**src/design/hsc_pkg.sv**
```systemverilog
`timescale 1ns / 1ps
// ----------------------------------------------------------------------------
// hsc_pkg
// Shared types, constants and elaboration-time helpers for the SECDED stream
// checker.
// ----------------------------------------------------------------------------
package hsc_pkg;

    // Register map: one register, selected by address bit 2.
    localparam logic REG_DATA_BITS = 1'b0;

    // Reset value of the data bit count.
    localparam logic [5:0] DATA_BITS_RESET = 6'd4;

    // Depth of the queue between the bit scanner and the counters.
    localparam int QUEUE_DEPTH = 4;
    localparam int QPTR_W      = $clog2(QUEUE_DEPTH);

    // Per-byte summary that the scanner hands to the counter stage.
    typedef struct packed {
        logic [2:0] singles;
        logic [2:0] doubles;
        logic       last;
        logic [5:0] dropped;
    } q_entry_t;

    // Number of check bits for a given data bit count.
    function automatic int check_count(input int d);
        int r;
        r = 1;
        while (r < 31 && (1 << r) < d + r + 1)
            r++;
        return r;
    endfunction

    // Codeword length for a data bit count, with the data bit count lowered
    // until the codeword fits in max_bits.
    function automatic int cw_len(input int d_in, input int max_bits);
        int d;
        d = d_in;
        while (d > 0 && d + check_count(d) + 1 > max_bits)
            d--;
        return d + check_count(d) + 1;
    endfunction

endpackage

```
**src/design/hsc_out_if.sv**
```systemverilog
`timescale 1ns / 1ps
// ----------------------------------------------------------------------------
// hsc_out_if
// Report channel out of the checker: one report per file.
// ----------------------------------------------------------------------------
interface hsc_out_if;
    logic        valid;
    logic        ready;
    logic [31:0] error_total;
    logic [31:0] single_blocks;
    logic [31:0] double_blocks;
    logic [5:0]  dropped_bits;

    modport source (output valid, error_total, single_blocks, double_blocks,
                    dropped_bits, input ready);
    modport sink   (input valid, error_total, single_blocks, double_blocks,
                    dropped_bits, output ready);
endinterface

```
**src/design/hsc_back.sv**
```systemverilog
`timescale 1ns / 1ps
// ----------------------------------------------------------------------------
// hsc_back
// Counter stage: folds byte summaries into saturating counters and emits the
// report for a file into an output register.
// ----------------------------------------------------------------------------
module hsc_back (
    input  logic               clk,
    input  logic               rst_n,
    input  hsc_pkg::q_entry_t  head,
    input  logic               empty,
    output logic               pop,
    hsc_out_if.source          out_ch
);

    logic [31:0] weighted_reg, weighted_next;
    logic [31:0] single_reg, single_next;
    logic [31:0] double_reg, double_next;

    logic        out_valid_reg, out_valid_next;
    logic [31:0] out_total_reg, out_single_reg, out_double_reg;
    logic [5:0]  out_dropped_reg;

    logic [31:0] weighted_sum;
    logic [31:0] single_sum;
    logic [31:0] double_sum;
    logic [3:0]  weight;

    // Add a small amount, holding at all ones on overflow.
    function automatic logic [31:0] sat_add(input logic [31:0] a, input logic [3:0] b);
        logic [32:0] s;
        s = {1'b0, a} + {29'd0, b};
        return s[32] ? 32'hFFFF_FFFF : s[31:0];
    endfunction

    // A final summary waits until the output register is free.
    assign pop = !empty && (!head.last || !out_valid_reg || out_ch.ready);

    assign weight       = {1'b0, head.singles} + {head.doubles, 1'b0};
    assign weighted_sum = sat_add(weighted_reg, weight);
    assign single_sum   = sat_add(single_reg, {1'b0, head.singles});
    assign double_sum   = sat_add(double_reg, {1'b0, head.doubles});

    // Counter update; the report takes the updated values and clears them.
    always_comb
    begin
        weighted_next  = weighted_reg;
        single_next    = single_reg;
        double_next    = double_reg;
        out_valid_next = out_valid_reg && !out_ch.ready;
        if (pop)
        begin
            if (head.last)
            begin
                weighted_next  = 32'd0;
                single_next    = 32'd0;
                double_next    = 32'd0;
                out_valid_next = 1'b1;
            end
            else
            begin
                weighted_next = weighted_sum;
                single_next   = single_sum;
                double_next   = double_sum;
            end
        end
    end

    always_ff @(posedge clk or negedge rst_n)
    begin
        if (!rst_n)
        begin
            weighted_reg  <= 32'd0;
            single_reg    <= 32'd0;
            double_reg    <= 32'd0;
            out_valid_reg <= 1'b0;
        end
        else
        begin
            weighted_reg  <= weighted_next;
            single_reg    <= single_next;
            double_reg    <= double_next;
            out_valid_reg <= out_valid_next;
        end
    end

    // Report payload.
    always_ff @(posedge clk)
    begin
        if (pop && head.last)
        begin
            out_total_reg   <= weighted_sum;
            out_single_reg  <= single_sum;
            out_double_reg  <= double_sum;
            out_dropped_reg <= head.dropped;
        end
    end

    assign out_ch.valid         = out_valid_reg;
    assign out_ch.error_total   = out_total_reg;
    assign out_ch.single_blocks = out_single_reg;
    assign out_ch.double_blocks = out_double_reg;
    assign out_ch.dropped_bits  = out_dropped_reg;

    // The weighted total never falls below either block count.
    a_total_bounds: assert property (@(posedge clk) disable iff (!rst_n)
        (weighted_reg >= single_reg) && (weighted_reg >= double_reg))
        else $error("weighted total below a block count");

endmodule

```
**src/flat_wrapper.sv**
```systemverilog
// flat-port wrapper written by rule: the top's interface ports become plain ports
module hsc_back_flat 
  (clk, rst_n, head, empty, pop, out_ch_valid, out_ch_error_total, out_ch_single_blocks, out_ch_double_blocks, out_ch_dropped_bits, out_ch_ready);
  hsc_out_if out_ch_i ();
  input  logic clk;
  input  logic rst_n;
  input  hsc_pkg::q_entry_t head;
  input  logic empty;
  output logic pop;
  output wire logic [$bits(out_ch_i.valid)-1:0] out_ch_valid;
  output wire logic [$bits(out_ch_i.error_total)-1:0] out_ch_error_total;
  output wire logic [$bits(out_ch_i.single_blocks)-1:0] out_ch_single_blocks;
  output wire logic [$bits(out_ch_i.double_blocks)-1:0] out_ch_double_blocks;
  output wire logic [$bits(out_ch_i.dropped_bits)-1:0] out_ch_dropped_bits;
  input wire logic [$bits(out_ch_i.ready)-1:0] out_ch_ready;
  assign out_ch_valid = out_ch_i.valid;
  assign out_ch_error_total = out_ch_i.error_total;
  assign out_ch_single_blocks = out_ch_i.single_blocks;
  assign out_ch_double_blocks = out_ch_i.double_blocks;
  assign out_ch_dropped_bits = out_ch_i.dropped_bits;
  assign out_ch_i.ready = out_ch_ready;
  hsc_back u_core (.clk(clk), .rst_n(rst_n), .head(head), .empty(empty), .pop(pop), .out_ch(out_ch_i));
endmodule
```
**config.mk**
```make
export PLATFORM = sky130hd
export DESIGN_NAME = hsc_back_flat
export DESIGN_NICKNAME = d
export VERILOG_FILES = /design/src/design/hsc_pkg.sv /design/src/design/hsc_out_if.sv /design/src/design/hsc_back.sv /design/src/flat_wrapper.sv
export SDC_FILE = /design/constraint.sdc
export NUM_CORES = 1
export LEC_CHECK = 0
export ABC_AREA = 1
export ABC_CLOCK_PERIOD_IN_PS = 4900
export BUFFER_PORTS_ARGS = -buffer_cell sky130_fd_sc_hd__buf_4
export CORE_MARGIN = 4
export CORE_UTILIZATION = 45
export DETAILED_ROUTE_END_ITERATION = 8
export GPL_ROUTABILITY_DRIVEN = 0
export SLEW_MARGIN = 10
export SYNTH_ARGS = -nofsm -noshare
export SYNTH_HDL_FRONTEND = slang
export SYNTH_SLANG_ARGS = --single-unit
```
**constraint.sdc**
```tcl
create_clock -name clk -period 4.9 [get_ports clk]
set_clock_uncertainty 0.15 [all_clocks]
set_input_delay 1.225 -clock clk [delete_from_list [all_inputs] [get_ports clk]]
set_output_delay 1.225 -clock clk [all_outputs]
set_load 0.03 [all_outputs]
```
# After elaboration in Yosys (flattened, before gate mapping)
# Index checks and enable logic that the tools add are counted.
[totals]
regBits = 199
wordCells = 29
inputBits = 17
[classes]
n_mux = 8
addsub = 4
reduce_logical = 9
[ops]
columns = ["op", "n"]
rows = [
  ["$mux W32", 6],
  ["$add A32 B3 Y33", 2],
  ["$add A32 B4 Y33", 1],
  ["$add A3 B4 Y4", 1],
  ["$logic_not A1 Y1", 4],
  ["$logic_and A1 B1 Y1", 3],
  ["$logic_or A1 B1 Y1", 2],
  ["$mux W1", 2],
]

# Depth between registers and ports, before layout
[depth]
ltp_word = 5
mapped_depth = 15

# Least setup slack after synthesis
# Ideal clock, no wire load.
[synth_timing]
path_kind = "input-to-reg"
from = "in out_ch_ready"
to = "reg u_core.out_double_reg[0] (netlist: u_core.out_ch.double_blocks[0]) (enable)"
slack_ps = 667
cell_stages = 4
t_required_ps = 4295
setup_ps = 455
n_path_buf = 0
arrival_time_ps = 3627
path_cell_list = "nor2_1 -> a21oi_2 -> nand2_1 -> inv_1"
[synth_via]
elab_chain_len = 3
[synth_lines]
columns = ["element", "line_no", "rtl"]
rows = [
  ["start: declaration", "flat_wrapper.sv:15", "input wire logic [$bits(out_ch_i.ready)-1:0] out_ch_ready;"],
  ["$logic_or A1 B1 Y1", "hsc_back.sv:37", "assign pop = !empty && (!head.last || !out_valid_reg || out_ch.ready);"],
  ["$logic_and A1 B1 Y1", "hsc_back.sv:37", ""],
  ["$logic_and A1 B1 Y1", "hsc_back.sv:90", "if (pop && head.last)"],
  ["end signal: assignment", "hsc_back.sv:94", "out_double_reg <= double_sum;"],
  ["end: declaration", "hsc_back.sv:21", "logic [31:0] out_total_reg, out_single_reg, out_double_reg;"],
]
# No other way between the ends.
# A chain may end at the register's enable or synchronous reset.

# Final worst setup path
[layout_timing]
from = "in head[7] in the netlist's numbering"
to = "reg u_core.out_total_reg[26] (netlist: u_core.out_ch.error_total[26]), data pin"
[layout_via]
elab_chain_len = 3
[layout_lines]
columns = ["element", "line_no", "rtl"]
rows = [
  ["start: declaration", "flat_wrapper.sv:7", "input hsc_pkg::q_entry_t head;"],
  ["$add A3 B4 Y4", "hsc_back.sv:39", "assign weight = {1'b0, head.singles} + {head.doubles, 1'b0};"],
  ["$add A32 B4 Y33", "hsc_back.sv:32", "s = {1'b0, a} + {29'd0, b};"],
  ["$mux W32", "hsc_back.sv:33", "return s[32] ? 32'hFFFF_FFFF : s[31:0];"],
  ["net u_core.weighted_sum[26]", "hsc_back.sv:24", "logic [31:0] weighted_sum;"],
  ["end signal: assignment", "hsc_back.sv:92", "out_total_reg <= weighted_sum;"],
  ["end: declaration", "hsc_back.sv:21", ""],
]
# The timed path passes the listed nets, and every way through them passes these cells.

==> metrics <==
total number of yosys warnings=0; setup TNS=0 ns; Wirelength per Cell=15.5 um; critical path startpoint category=primary input; Final min period=3.75 ns; status=finished clean; Setup violations, final=0; sw frac=29.0%; Area growth, synth to finish=16.9%; clk sink count=199; Root Buffer=clkbuf_16; initial antenna violation count=0; I/O Pins=121; hold_ws=0.342 ns; RSZ-0062 raised after global routing=false; relative slew slack=41.0%; Worst Path Max Fanout=17; share of synthesized registers carrying an async set or reset=48.7%; Leak=0.00575 uW; CTS Buf Count=17; antenna viol nets, final=0; count of cell types in the netlist=35; sequential area share after synthesis=51.4%; Peak VDD IR=196 uV; crit path DAT=3.78 ns; largest net degree at the start of global routing=97; CTS tree=yes; overall routed net length=26.6 mm; CTS Buffer Depth=2; Worst Setup EP=u_core.out_ch.error_total[26]; Hold-fix buffers, CTS=0; most frequent cells after synthesis=508 x nand2_1, 126 x nor2_1, 102 x edfxtp_1; top cell type's share of synthesized area=28.7%; Max Fclk=0.267 GHz; r2r startpoint=u_core.single_reg[0]; Die X=162 um; top_reg_cell synth=edfxtp_1; grt ovf=0; vias after detailed routing=8538; Final nets=1414; CORE AREA=23400 sq um; H-Tree Depth=4; flop2flop setup slack=2.07 ns; clock share of power=35.1%; Die Area=26300 sq um; PwrDens=304 nW/um^2; Psw=1100 uW; most numerous cell in the Yosys netlist=nand2_1; Yosys top cell by area=edfxtp_1; Slew Limit Fails=0; first-pass GRT wire length=43.3 mm; Synth area leaders=edfxtp_1 29%, dfrtp_1 23%, nand2_1 18%, nand3_2 6.4%, nor2_1 4.4%; Buffers on Ports=120; CP required=4.93 ns; number of global-route vias before repair=8304; first drt pass iteration count=5; Synth Register Bits=199; Std-Cell Rows=56; Via-to-Cell Ratio=4.98; Tot GR Track Use=20.7%; initial core utilization=45.7%; WS Path Type=in -> reg; share of cells above drive strength 1=20.4%; Critical R2R Capture=u_core.single_reg[11]; # diodes=0; CP startpoint=head[7]; post-CTS sizing=0; Hold Crit Class=reg -> reg; post-route clock period utilization=76.4%; post-synth net total=1293; DRT iter0 DRCs=634; Reg power frac=49.9%; Setup Fix Bufs, Post-CTS=0; Max Cap Viol=0; Worst Setup End Kind=flop; Remaining DRCs=0; Worst-path clk slew=0.07 ns; final hold viol count=0; power share of the combinational group=15.0%; Reg2Reg Depth=13; Least-Margin Pin Slew=0.885 ns; height of the die=162 um; Mapped Area=10700 sq um; cells after synthesis=1261; EDFF count, synth=102; Final HPWL DP=19.1 mm; Synth Area per Inst=8.48 sq um; internal power=2700 uW; clock latency at the later pin of the worst-skew pair=0.44 ns
routing by layer:
layer | global-route usage (%) | up-vias | routed length (um)
met2 | 33.5 | 198 | 12300
met1 | 29.7 | 4016 | 12800
met4 | 4.92 | 0 | 317
met3 | 2.92 | 22 | 1200
met5 | 0 | - | 0
li1 | - | 4302 | -
stage by stage:
stage	power (uW)	cells	utilization (%)	setup slack, ns	instance area (sq um)
6_report	3800	1714	53.4	1.15	12500
5_1_grt	3960	1714	53.4	0.971	12500
4_1_cts	3830	1714	53.4	1.18	12500
3_5_place_dp	2500	1682	51.0	0.703	11900
3_3_place_gp	2500	1682	51.0	0.783	11900
2_1_floorplan	2300	1261	-	0.667	10700
final cells by class:
class                   count  area, sq um
inverters                 102          385
repair buffers            131         1020
fillers                  2256        10900
flip-flops and latches    199         5490
well taps                 319          399
multi-input cells         931         4650
clock inverters            14          121
clock buffers              18          429
worst min-delay path by stage:
stage	startpoint	endpoint	slack, ns	depth (start not counted)
after CTS	u_core.double_reg[2]	u_core.double_reg[2]	0.34	2
after floorplan	u_core.double_reg[0]	u_core.double_reg[0]	0.30	2
after global routing	u_core.single_reg[0]	u_core.single_reg[0]	0.39	2
after global placement	u_core.double_reg[2]	u_core.double_reg[2]	0.32	2
final	u_core.double_reg[2]	u_core.double_reg[2]	0.34	2
after detailed placement	u_core.double_reg[2]	u_core.double_reg[2]	0.32	2
power groups by stage:
stage | combinational (uW) | sequential [uW] | clock [uW]
floorplan | 283 | 2020 | 0
global placement | 570 | 1930 | 0
detailed placement | 575 | 1930 | 0
CTS | 577 | 1900 | 1360
global route | 633 | 1910 | 1430
finish | 572 | 1900 | 1330
cells in the final DEF (no fill, tap or decap), types with 5 or more instances in the layout:
master	instances
nand3_2	68
nand4_1	13
or2_2	5
xor2_1	15
nand3_1	43
nand3b_1	29
dfrtp_1	97
edfxtp_1	102
buf_4	128
clkbuf_16	17
o21ai_1	25
o21ai_0	25
nor2_1	125
nand2_2	29
inv_1	99
nand2_1	508
ha_1	11
nor2_2	8
critical path, stage by stage:
cell and delay [ns]:
buf_4 0.12, ha_1 0.20, fa_1 0.37, xor2_1 0.22
ha_1 0.32, a21oi_1 0.24, o21ai_2 0.13, nand2_2 0.12
nor2_4 0.04, nand2_2 0.41, buf_12 0.24, nand3_2 0.10
logic make-up (layout without fill, tap and decap cells):
kind of cell,after synthesis,in the layout,share of synthesized area (%)
buffers and inverters,131,265,5.31
adders and majority gates,15,15,2.04
DFF,199,199,51.4
AOI/OAI and AO/OA,57,57,3.00
xor gates and xnor gates,18,18,1.47
and+or+nand+nor,841,841,36.8
Note: power is estimated with default switching activity, not from simulation.
